==> src/hdl/mfq_pkg.sv <==
`default_nettype none

package mfq_pkg;

    // Default table geometry
    localparam int SLOTS_DEF  = 32;
    localparam int LEVELS_DEF = 4;

    // Fixed field widths
    localparam int REQ_W     = 2;
    localparam int SLOT_W    = 5;
    localparam int OC_W      = 2;
    localparam int PID_W     = 32;
    localparam int CODE_W    = 3;
    localparam int LVL_OUT_W = 3;
    localparam int QW        = 24;

    // Quantum registers
    localparam int QUANTA = 4;
    localparam int CFG_IW = $clog2(QUANTA);
    localparam logic [QUANTA-1:0][QW-1:0] QUANTUM_RST = {
        24'd80000, 24'd40000, 24'd20000, 24'd10000
    };

    typedef enum logic [REQ_W-1:0] {
        REQ_ADMIT,
        REQ_PICK,
        REQ_OUTCOME,
        REQ_UNBLOCK
    } t_req_type;

    typedef enum logic [OC_W-1:0] {
        OC_TERM,
        OC_FULL,
        OC_BLOCK,
        OC_PREEMPT
    } t_outcome;

    typedef enum logic [CODE_W-1:0] {
        RES_OK,
        RES_FULL,
        RES_NONE,
        RES_NOT_USED,
        RES_INVALID
    } t_result;

    typedef logic [QUANTA-1:0][QW-1:0] t_quanta;

    typedef struct packed {
        t_req_type        req_type;
        logic [SLOT_W-1:0] slot;
        t_outcome         outcome;
        logic [PID_W-1:0] pid;
    } t_req;

    typedef struct packed {
        t_result              code;
        logic [SLOT_W-1:0]    slot;
        logic [PID_W-1:0]     pid;
        logic [QW-1:0]        quantum;
        logic [LVL_OUT_W-1:0] level;
    } t_rsp;

endpackage

`default_nettype wire

==> src/hdl/multilevel_feedback_queue_scheduler_top.sv <==
// The request is registered in r_req, the engine answers from it, and the answer is
// registered in r_rsp with the strobe o_valid, from which the result is taken.
// Throughput: one request per cycle; busy never rises, every cycle can take a transfer.
// Each request is decoded, applied to the slot table and answered in one registered pass.
// Reset (synchronous, active low) frees all slots, empties all lists, reloads quanta.
// Results appear for one cycle on o_valid; the receiver cannot stall them.
`default_nettype none

module multilevel_feedback_queue_scheduler_top
    import mfq_pkg::*;
#(
    parameter int SLOTS  = SLOTS_DEF,
    parameter int LEVELS = LEVELS_DEF
) (
    input  wire logic                 i_clk,
    input  wire logic                 i_rst_n,
    input  wire logic                 start,
    output logic                      busy,
    input  wire logic [REQ_W-1:0]     i_req_type,
    input  wire logic [SLOT_W-1:0]    i_slot,
    input  wire logic [OC_W-1:0]      i_outcome,
    input  wire logic [PID_W-1:0]     i_new_pid,
    input  wire logic                 i_cfg_we,
    input  wire logic [CFG_IW-1:0]    i_cfg_idx,
    input  wire logic [QW-1:0]        i_cfg_data,
    output logic                      o_valid,
    output logic [CODE_W-1:0]         o_result_code,
    output logic [SLOT_W-1:0]         o_out_slot,
    output logic [PID_W-1:0]          o_out_pid,
    output logic [QW-1:0]             o_out_quantum,
    output logic [LVL_OUT_W-1:0]      o_out_level
);

    logic    r_req_vld;
    t_req    r_req;
    logic    r_out_vld;
    t_rsp    r_rsp;
    t_rsp    w_rsp;
    t_quanta w_quanta;

    assign busy = 1'b0;

    // Capture each request transfer
    always_ff @(posedge i_clk) begin
        if (!i_rst_n) begin
            r_req_vld <= 1'b0;
        end else begin
            r_req_vld <= start && !busy;
        end
    end

    always_ff @(posedge i_clk) begin
        if (start && !busy) begin
            r_req.req_type <= t_req_type'(i_req_type);
            r_req.slot     <= i_slot;
            r_req.outcome  <= t_outcome'(i_outcome);
            r_req.pid      <= i_new_pid;
        end
    end

    mfq_cfg u_cfg (
        .i_clk    (i_clk),
        .i_rst_n  (i_rst_n),
        .i_we     (i_cfg_we),
        .i_idx    (i_cfg_idx),
        .i_data   (i_cfg_data),
        .o_quanta (w_quanta)
    );

    mfq_engine #(
        .SLOTS  (SLOTS),
        .LEVELS (LEVELS)
    ) u_engine (
        .i_clk    (i_clk),
        .i_rst_n  (i_rst_n),
        .i_vld    (r_req_vld),
        .i_req    (r_req),
        .i_quanta (w_quanta),
        .o_rsp    (w_rsp)
    );

    // Register the result and strobe it for one cycle
    always_ff @(posedge i_clk) begin
        if (!i_rst_n) begin
            r_out_vld <= 1'b0;
        end else begin
            r_out_vld <= r_req_vld;
        end
    end

    always_ff @(posedge i_clk) begin
        if (r_req_vld) begin
            r_rsp <= w_rsp;
        end
    end

    assign o_valid       = r_out_vld;
    assign o_result_code = r_rsp.code;
    assign o_out_slot    = r_rsp.slot;
    assign o_out_pid     = r_rsp.pid;
    assign o_out_quantum = r_rsp.quantum;
    assign o_out_level   = r_rsp.level;

    a_result_follows: assert property (@(posedge i_clk) disable iff (!i_rst_n)
        r_req_vld |=> o_valid)
        else $error("request produced no result");

    a_no_spurious: assert property (@(posedge i_clk) disable iff (!i_rst_n)
        !r_req_vld |=> !o_valid)
        else $error("result without a request");

endmodule

`default_nettype wire

==> src/hdl/mfq_cfg.sv <==
`default_nettype none

module mfq_cfg
    import mfq_pkg::*;
(
    input  wire logic              i_clk,
    input  wire logic              i_rst_n,
    input  wire logic              i_we,
    input  wire logic [CFG_IW-1:0] i_idx,
    input  wire logic [QW-1:0]     i_data,
    output t_quanta                o_quanta
);

    t_quanta r_quanta;

    // Load reset quanta, then take register writes
    always_ff @(posedge i_clk) begin
        if (!i_rst_n) begin
            r_quanta <= QUANTUM_RST;
        end else if (i_we) begin
            r_quanta[i_idx] <= i_data;
        end
    end

    assign o_quanta = r_quanta;

endmodule

`default_nettype wire

==> src/hdl/mfq_engine.sv <==
`default_nettype none

module mfq_engine
    import mfq_pkg::*;
#(
    parameter int SLOTS  = SLOTS_DEF,
    parameter int LEVELS = LEVELS_DEF
) (
    input  wire logic i_clk,
    input  wire logic i_rst_n,
    input  wire logic i_vld,
    input  t_req      i_req,
    input  t_quanta   i_quanta,
    output t_rsp      o_rsp
);

    localparam int SW    = $clog2(SLOTS);
    localparam int PW    = $clog2(SLOTS + 1);
    localparam int LISTS = LEVELS + 1;
    localparam int LW    = $clog2(LISTS);
    localparam int QIW   = $clog2(QUANTA);
    localparam logic [PW-1:0] NIL     = PW'(SLOTS);
    localparam logic [LW-1:0] BLOCKED = LW'(LEVELS);

    // Slot table and list state
    logic              r_in_use [SLOTS];
    logic [LW-1:0]     r_level  [SLOTS];
    logic [PID_W-1:0]  r_pid    [SLOTS];
    logic [PW-1:0]     r_next   [SLOTS];
    logic [PW-1:0]     r_prev   [SLOTS];
    logic [PW-1:0]     r_head   [LISTS];
    logic [PW-1:0]     r_tail   [LISTS];

    logic [SW-1:0]    w_s;
    logic             w_s_ok;
    logic             w_s_used;
    logic [LW-1:0]    w_lvl_s;
    logic [PW-1:0]    w_p;
    logic [PW-1:0]    w_n;
    logic [PW-1:0]    w_t;
    logic [SW-1:0]    w_rd;
    logic [PID_W-1:0] w_rd_pid;
    logic             w_free_any;
    logic [SW-1:0]    w_free_idx;
    logic             w_pick_any;
    logic [LW-1:0]    w_pick_lvl;
    logic [SW-1:0]    w_pick_slot;
    logic [QIW-1:0]   w_qi;
    logic             w_unlink;
    logic             w_append;
    logic [SW-1:0]    w_app_slot;
    logic [LW-1:0]    w_app_list;
    logic             w_set_use;
    logic             w_clr_use;
    logic             w_ht_ok;

    // Address the requested slot
    assign w_s      = SW'(i_req.slot);
    assign w_s_ok   = (32'(i_req.slot) < SLOTS);
    assign w_s_used = w_s_ok && r_in_use[w_s];
    assign w_lvl_s  = r_level[w_s];
    assign w_p      = r_prev[w_s];
    assign w_n      = r_next[w_s];
    assign w_t      = r_tail[w_app_list];

    // Find the lowest free slot
    always_comb begin
        w_free_any = 1'b0;
        w_free_idx = '0;
        for (int i = SLOTS - 1; i >= 0; i--) begin
            if (!r_in_use[i]) begin
                w_free_any = 1'b1;
                w_free_idx = SW'(i);
            end
        end
    end

    // Find the highest-priority non-empty ready list
    always_comb begin
        w_pick_any = 1'b0;
        w_pick_lvl = '0;
        for (int l = LEVELS - 1; l >= 0; l--) begin
            if (r_head[l] != NIL) begin
                w_pick_any = 1'b1;
                w_pick_lvl = LW'(l);
            end
        end
    end

    assign w_pick_slot = r_head[w_pick_lvl][SW-1:0];
    assign w_qi = (32'(w_pick_lvl) < QUANTA) ? QIW'(w_pick_lvl) : QIW'(QUANTA - 1);

    // Single pid read port
    assign w_rd     = (i_req.req_type == REQ_PICK) ? w_pick_slot : w_s;
    assign w_rd_pid = r_pid[w_rd];

    // Decide the move and build the response
    always_comb begin
        w_unlink   = 1'b0;
        w_append   = 1'b0;
        w_app_slot = w_s;
        w_app_list = '0;
        w_set_use  = 1'b0;
        w_clr_use  = 1'b0;
        o_rsp      = '0;
        case (i_req.req_type)
            REQ_ADMIT: begin
                if (w_free_any) begin
                    w_set_use   = 1'b1;
                    w_append    = 1'b1;
                    w_app_slot  = w_free_idx;
                    o_rsp.code  = RES_OK;
                    o_rsp.slot  = SLOT_W'(w_free_idx);
                    o_rsp.pid   = i_req.pid;
                end else begin
                    o_rsp.code  = RES_FULL;
                end
            end
            REQ_PICK: begin
                if (w_pick_any) begin
                    o_rsp.code    = RES_OK;
                    o_rsp.slot    = SLOT_W'(w_pick_slot);
                    o_rsp.pid     = w_rd_pid;
                    o_rsp.quantum = i_quanta[w_qi];
                    o_rsp.level   = LVL_OUT_W'(w_pick_lvl);
                end else begin
                    o_rsp.code    = RES_NONE;
                end
            end
            REQ_OUTCOME, REQ_UNBLOCK: begin
                o_rsp.slot = i_req.slot;
                if (!w_s_used) begin
                    o_rsp.code  = RES_NOT_USED;
                    o_rsp.level = LVL_OUT_W'(LEVELS + 1);
                end else begin
                    o_rsp.pid   = w_rd_pid;
                    o_rsp.code  = RES_OK;
                    o_rsp.level = LVL_OUT_W'(w_lvl_s);
                    if (i_req.req_type == REQ_OUTCOME) begin
                        if (i_req.outcome == OC_TERM) begin
                            w_unlink    = 1'b1;
                            w_clr_use   = 1'b1;
                            o_rsp.level = LVL_OUT_W'(LEVELS + 1);
                        end else if (w_lvl_s == BLOCKED) begin
                            o_rsp.code  = RES_INVALID;
                        end else if (i_req.outcome == OC_BLOCK) begin
                            w_unlink    = 1'b1;
                            w_append    = 1'b1;
                            w_app_list  = BLOCKED;
                            o_rsp.level = LVL_OUT_W'(BLOCKED);
                        end else if (32'(w_lvl_s) + 1 < LEVELS) begin
                            // demote one level
                            w_unlink    = 1'b1;
                            w_append    = 1'b1;
                            w_app_list  = w_lvl_s + LW'(1);
                            o_rsp.level = LVL_OUT_W'(w_lvl_s + LW'(1));
                        end
                    end else begin
                        if (w_lvl_s != BLOCKED) begin
                            o_rsp.code  = RES_INVALID;
                        end else begin
                            w_unlink    = 1'b1;
                            w_append    = 1'b1;
                            o_rsp.level = '0;
                        end
                    end
                end
            end
            default: begin
                o_rsp = '0;
            end
        endcase
    end

    // Hold the slot-in-use map
    always_ff @(posedge i_clk) begin
        if (!i_rst_n) begin
            for (int i = 0; i < SLOTS; i++) begin
                r_in_use[i] <= 1'b0;
            end
        end else if (i_vld) begin
            if (w_set_use) begin
                r_in_use[w_free_idx] <= 1'b1;
            end
            if (w_clr_use) begin
                r_in_use[w_s] <= 1'b0;
            end
        end
    end

    // Update slot payload and links; unlink and append touch distinct slots
    always_ff @(posedge i_clk) begin
        if (i_vld) begin
            if (w_set_use) begin
                r_pid[w_free_idx] <= i_req.pid;
            end
            if (w_unlink) begin
                if (w_p != NIL) begin
                    r_next[w_p[SW-1:0]] <= w_n;
                end
                if (w_n != NIL) begin
                    r_prev[w_n[SW-1:0]] <= w_p;
                end
            end
            if (w_append) begin
                r_level[w_app_slot] <= w_app_list;
                r_prev[w_app_slot]  <= w_t;
                r_next[w_app_slot]  <= NIL;
                if (w_t != NIL) begin
                    r_next[w_t[SW-1:0]] <= PW'(w_app_slot);
                end
            end
        end
    end

    // Update list heads and tails; source and target lists always differ
    always_ff @(posedge i_clk) begin
        if (!i_rst_n) begin
            for (int l = 0; l < LISTS; l++) begin
                r_head[l] <= NIL;
                r_tail[l] <= NIL;
            end
        end else if (i_vld) begin
            if (w_unlink) begin
                if (w_p == NIL) begin
                    r_head[w_lvl_s] <= w_n;
                end
                if (w_n == NIL) begin
                    r_tail[w_lvl_s] <= w_p;
                end
            end
            if (w_append) begin
                if (w_t == NIL) begin
                    r_head[w_app_list] <= PW'(w_app_slot);
                end
                r_tail[w_app_list] <= PW'(w_app_slot);
            end
        end
    end

    // A list is empty at its head exactly when it is empty at its tail
    always_comb begin
        w_ht_ok = 1'b1;
        for (int l = 0; l < LISTS; l++) begin
            if ((r_head[l] == NIL) != (r_tail[l] == NIL)) begin
                w_ht_ok = 1'b0;
            end
        end
    end

    a_head_tail_empty: assert property (@(posedge i_clk) disable iff (!i_rst_n)
        w_ht_ok)
        else $error("list head and tail disagree on empty");

    a_pick_in_use: assert property (@(posedge i_clk) disable iff (!i_rst_n)
        w_pick_any |-> r_in_use[w_pick_slot])
        else $error("ready list head points at a free slot");

endmodule

`default_nettype wire
==> config.mk <==
export PLATFORM = sky130hd
export DESIGN_NAME = multilevel_feedback_queue_scheduler_top
export DESIGN_NICKNAME = d
export VERILOG_FILES = /design/src/hdl/mfq_pkg.sv /design/src/hdl/multilevel_feedback_queue_scheduler_top.sv /design/src/hdl/mfq_cfg.sv /design/src/hdl/mfq_engine.sv
export SDC_FILE = /design/constraint.sdc
export NUM_CORES = 2
export LEC_CHECK = 0
export BUFFER_PORTS_ARGS = -buffer_cell sky130_fd_sc_hd__buf_2
export CORE_MARGIN = 10
export CORE_UTILIZATION = 47
export CTS_CLUSTER_DIAMETER = 200
export DETAILED_ROUTE_END_ITERATION = 8
export PLACE_DENSITY = 0.74
export SYNTH_ARGS = -nofsm -noshare
export SYNTH_HDL_FRONTEND = slang
export SYNTH_HIERARCHICAL = 1
export SYNTH_SLANG_ARGS = --single-unit
==> constraint.sdc <==
create_clock -name i_clk -period 8.03 [get_ports i_clk]
set_clock_uncertainty 0.1 [all_clocks]
set_input_delay 1.606 -clock i_clk [delete_from_list [all_inputs] [get_ports i_clk]]
set_output_delay 1.606 -clock i_clk [all_outputs]
set_load 0.02 [all_outputs]
Word-level counts from Yosys, hierarchy flattened
Memories as Yosys holds them, arrays and structs flattened. A register that Yosys moved wholly into a read port is not among the register bits.
Cells that the tools add are included.
Cells by class
  shift-type cells: 0
  reductions and logical operators: 11
  bitwise operators: 0
  div/mod/pow operators: 0
  add/sub/neg operators: 2
  equal/unequal tests: 16
  $lt $le $gt $ge: 5
  muxes and demuxes: 189
  multipliers: 0
Operators by type and width (number)
  5-bit two-way mux: 41
  40-bit case mux with 3 select lines: 1
  1-bit two-way mux: 104
  96-bit bitwise mux: 1
  3-bit two-way mux: 23
  64-bit two-way mux: 1
  24-bit binary-select mux with 2-bit select: 1
  24-bit demux with 2-bit select: 1
  24-bit two-way mux: 2
  6-bit inequality test (second input constant): 7
  37-bit two-way mux: 1
  32-bit by 3-bit less-than comparator with 1-bit output (second input constant): 1
  32-bit two-way mux: 1
  6-bit two-way mux: 4
  6-bit OR reduction: 4
  6-bit equality test (second input constant): 3
  2-bit two-way mux: 6
  2-bit by 3-bit less-than comparator with 1-bit output (second input constant): 3
  2-bit equality test (second input constant): 3
  3-bit case mux with 2 select lines: 1
  3-bit by 1-bit adder with 4-bit output (second input constant): 1
  2-bit logical NOT: 2
  3-bit by 1-bit adder with 3-bit output (second input constant): 1
  3-bit equality test (second input constant): 1
  other kinds (8): 9
Word-level totals
  register bits: 206
  memories: 7
  logic and storage cells: 245
  bits of input ports: 71
  memory bits (read-only): 0
  memory bits (writable): 1596
  latch bits: 0
  output and inout bits: 69
Memory list
  u_engine.r_pid: depth 32, width 32, rd ports 1, clocked after memory_dff 0, write ports 1, RTL line mfq_engine.sv:28  | logic [PID_W-1:0] r_pid [SLOTS];
  u_engine.r_next: depth 32, width 6, rd ports 1, clocked after memory_dff 1, write ports 3, RTL line mfq_engine.sv:29  | logic [PW-1:0] r_next [SLOTS];
  u_engine.r_prev: depth 32, width 6, rd ports 1, clocked after memory_dff 1, write ports 2, RTL line mfq_engine.sv:30  | logic [PW-1:0] r_prev [SLOTS];
  u_engine.r_level: depth 32, width 3, rd ports 1, clocked after memory_dff 1, write ports 1, RTL line mfq_engine.sv:27  | logic [LW-1:0] r_level [SLOTS];
  u_engine.r_in_use: depth 32, width 1, rd ports 33, clocked after memory_dff 1, write ports 32, RTL line mfq_engine.sv:26  | logic r_in_use [SLOTS];
  u_engine.r_head: depth 5, width 6, rd ports 5, clocked after memory_dff 0, write ports 5, RTL line mfq_engine.sv:31  | logic [PW-1:0] r_head [LISTS];
  +1 memories

Logic depth before layout (Yosys ltp)
An unclocked memory read counts as a cell.
  word-level depth: 42
  mapped depth: 24
  gate-level depth less buffers: 17

By module
Netlist, hierarchy kept.
Modules (own cells, without submodules)
  mfq_engine: cells each 4919, area an instance 71586.2 µm², instances 1, seq. area each 47015.1 µm²
  mfq_cfg: cells each 361, area an instance 3671.0 µm², instances 1, seq. area each 1921.8 µm²
  multilevel_feedback_queue_scheduler_top: cells each 114, area an instance 3306.9 µm², instances 1, seq. area each 3283.1 µm²

Worst setup path before layout
Ideal clock, no wire load.
  kind: register to register
  start point: register r_req[36] in the netlist's numbering
  end point: memory u_engine/r_next[28][0] in the netlist's numbering, enable pin
  clock period less this slack: 6160 ps
  slack: 1870 ps
  library setup time: 357 ps
  data required time: 7573 ps
  path buffers: 7
  arrival: 5703 ps
  stages on the path, launching flop included: 23
  path through: edfxtp_1 -> clkbuf_1 -> clkbuf_1 -> mux4_2 -> mux4_2 -> mux2i_4 -> inv_4 -> ha_1 -> clkbuf_1 -> o21ai_0 -> ha_1 -> buf_1 -> inv_1 -> nor3_1 -> nand2_1 -> inv_2 -> mux2i_1 -> o221a_2 -> buf_2 -> or4b_4 -> buf_2 -> buf_2 -> o211ai_1
RTL lines
  start, declared: RTL line multilevel_feedback_queue_scheduler_top.sv:35  | t_req r_req;
  end, declared: RTL line mfq_engine.sv:29

==> flow_summary.ini <==
[pwr]
ir_drop_mv = 0.217
power_frac_comb = 0.112
p_leak_nw = 29.4
power.density_nw_per_um2 = 241
seqPwrFrac = 0.499
switching_share = 0.249
power.switching_mw = 5.26
cellInternalPower_mw = 15.9
clockPowerShare = 0.390

[hold_path]
hp-class = flip-flop to flip-flop
min_path_cells = 2
min_from = u_cfg/o_quanta[92]
whs_endpoint = u_cfg/o_quanta[92]

[yosys]
synth_edf_count = 1625
ys_ff_latch = 1796
synthDistinctLibCells = 98
synth_nets = 5468
synth-async-reset-ratio = 0
ys_warn_count = 6
syn-cell-area_um2 = 78600
seq_area_frac_synth = 0.665
synth-main-ff-cell = edfxtp_1
netlist_instances = 5394
syn_avg_cell_area_um2 = 14.6

[floorplanning]
start_util = 0.475
rows = 149
io_pins = 140
dieArea_um2 = 184000
die_y_um = 429
die_w_um = 429
core_um2 = 166000

[clock_tree]
cts.sinks = 1796
postCtsSetupBuffers = 0
clk_path_buf_depth = 3
path_clk_slew_ps = 60
post_cts_resized = 0
cts_root_buf = clkbuf_16
numCtsBuffers = 181
holdBufCountCts = 0
clkLatencyLatePin_ps = 850
htree_levels = 4
cts_tree = done

[worst_setup_path]
path_max_fanout = 26
reg2reg_to = u_engine/r_next[7][3]
crit_arrival_ps = 7800
worstReg2RegStart = r_req[36]
crit_chain = mux4_2 -> mux4_2 -> mux2i_4 -> inv_4 -> ha_1 -> o21ai_0 -> ha_1 -> inv_1 -> nor3_1 -> nand2_1 -> inv_2 -> mux2i_1 -> o221a_2 -> or3b_1 -> nor2_1 -> or3b_1
reg2reg_slack_ps = 650
reg2regPathDepth = 16
crit_slowest_cell = edfxtp_1
max_stage_delay_ps = 1160
cp-start-kind = flip-flop
end_kind = flip-flop
crit_start = r_req[36]
crit_type = flip-flop to flip-flop
worst-endpoint-required_ps = 8460

[drt]
vias = 49769
drtPass1Iterations = 9
vias_per_cell = 6.40
drc_errors = 0
ant_nets = 0
wirelength_um = 221000
wl_per_cell_um = 28.4
dr.first_iter.drc_count = 6940

[outcome]
violations = max-capacitance violations
status = complete, but fails checks

[layout]
final_cells = 7778
nets = 5514
drive_gt1_frac = 0.186
final_cell_mix = 1,625 x edfxtp_1, 824 x nand2_1, 344 x mux2i_1
synthToLayoutAreaGrowth_pct = 11.9
final_common_cell = edfxtp_1

[sta]
grt_setup_unrepaired = no
slew_viol_final = 0
fin_crit_sh = 0.919
tightest_slew_ps = 1480
finalCriticalPeriod_ps = 7380
slew_headroom = 0.00623
finalSetupTns_ps = 0
clock.fmax_mhz = 136
setup_viol = 0
whs_ps = 356
finalHoldViolations = 0
layout_setup_ws_ps = 652

[placed_design]
place.gp.congestion = 0.940
portBuffers = 138
dp_hpwl_um = 127000
place_inst = 7446
place_ws_ps = 782

[global_route]
grt_max_degree = 177
grt_pass1_wl_um = 324000
antenna_found_initial = 9
overflow = 0
grt_use_total = 0.232
grt_pass1_vias = 49236

[run]
maxCapViolCount = 1
Yosys cell counts, drive strengths merged, types with 90 or more instances:
cell type     n  share of area
edfxtp     1625           0.62
nand2       828          0.040
mux2i       356          0.046
clkbuf      328          0.016
mux4        314          0.090
nand3       255          0.016
a21oi       210          0.013
dfxtp       171          0.044
nor2        152         0.0074
buf         110         0.0074
a311oi       98          0.011
o22ai        90         0.0072
sequential cells by signal (all words and copies together) (netlist names):
register,flops
u_engine/r_tail,30
u_engine/r_head,24
o_out_pid,32
o_valid,1
o_out_slot,5
r_req,41
u_engine/r_prev,192
r_req_vld,1
u_engine/r_in_use,32
u_cfg/o_quanta,96
u_engine/r_next,192
o_result_code,3
u_engine/r_pid,1024
o_out_level,3
o_out_quantum,24
u_engine/r_level,96
power groups by stage:
| stage | registers (mW) | clock network [mW] | logic, mW |
|---|---|---|---|
| final | 10.5 | 8.24 | 2.36 |
| after global routing | 10.6 | 8.69 | 2.50 |
| after CTS | 10.5 | 8.33 | 2.33 |
| after detailed placement | 10.7 | 0 | 2.31 |
| after global placement | 10.7 | 0 | 2.25 |
| after floorplan | 10.7 | 0 | 1.54 |
worst max path at each step:
stage,to,cells past startpoint,slack [ps]
after global routing,u_engine/r_next[7][3],15,180
after global placement,u_engine/r_next[4][3],16,950
final,u_engine/r_next[7][3],16,650
after detailed placement,u_engine/r_next[7][1],16,780
after CTS,u_engine/r_next[7][3],16,780
after floorplan,u_engine/r_next[28][0],22,1870
final cells by class:
class / instances / area [um2]
repair buffers: 301 / 2020
flip-flops and latches: 1796 / 52200
multi-input cells: 3109 / 25000
fillers: 12982 / 77600
well taps: 2189 / 2740
diodes: 2 / 5.00
clock inverters: 94 / 960
clock buffers: 236 / 4840
inverters: 51 / 194
metal layers:
layer | vias up | share of wire | track usage
met5 | - | 0.000059 | 0
met4 | 2 | 0.054 | 0.112
met3 | 688 | 0.11 | 0.0534
met2 | 3161 | 0.47 | 0.373
met1 | 24951 | 0.37 | 0.298
li1 | 20967 | - | -
per-stage QoR:
stage,total power [mW],area [um2],utilization
floorplan,12.3,78600,-
global placement,13.0,82100,0.496
detailed placement,13.1,82100,0.496
CTS,21.2,87900,0.531
global route,21.8,87900,0.531
finish,21.2,87900,0.531
critical path, delay by kind of cell (launching register included):
family                   cells  cell delay [ps]
multiplexers                 4             1610
AO/OA/AOI/OAI                2              880
adder cells (fa/ha/maj)      2              740
AND/OR/NAND/NOR              5             2170
buffers and inverters        3              380
flip-flops                   1             1160
logic make-up (layout without fill, tap and decap cells):
kind of cell | after synthesis | in the layout | synth area share
other | 1 | 3 | 0.0000477
buffers and inverters | 489 | 682 | 0.0255
XOR/XNOR | 1 | 1 | 0.000112
multiplexers | 745 | 745 | 0.147
AND/OR/NAND/NOR | 1573 | 1573 | 0.0925
adder cells (fa/ha/maj) | 3 | 3 | 0.000478
flip-flops | 1796 | 1796 | 0.665
AO/OA/AOI/OAI | 786 | 786 | 0.0697
Power figures use the tool's default switching activity.
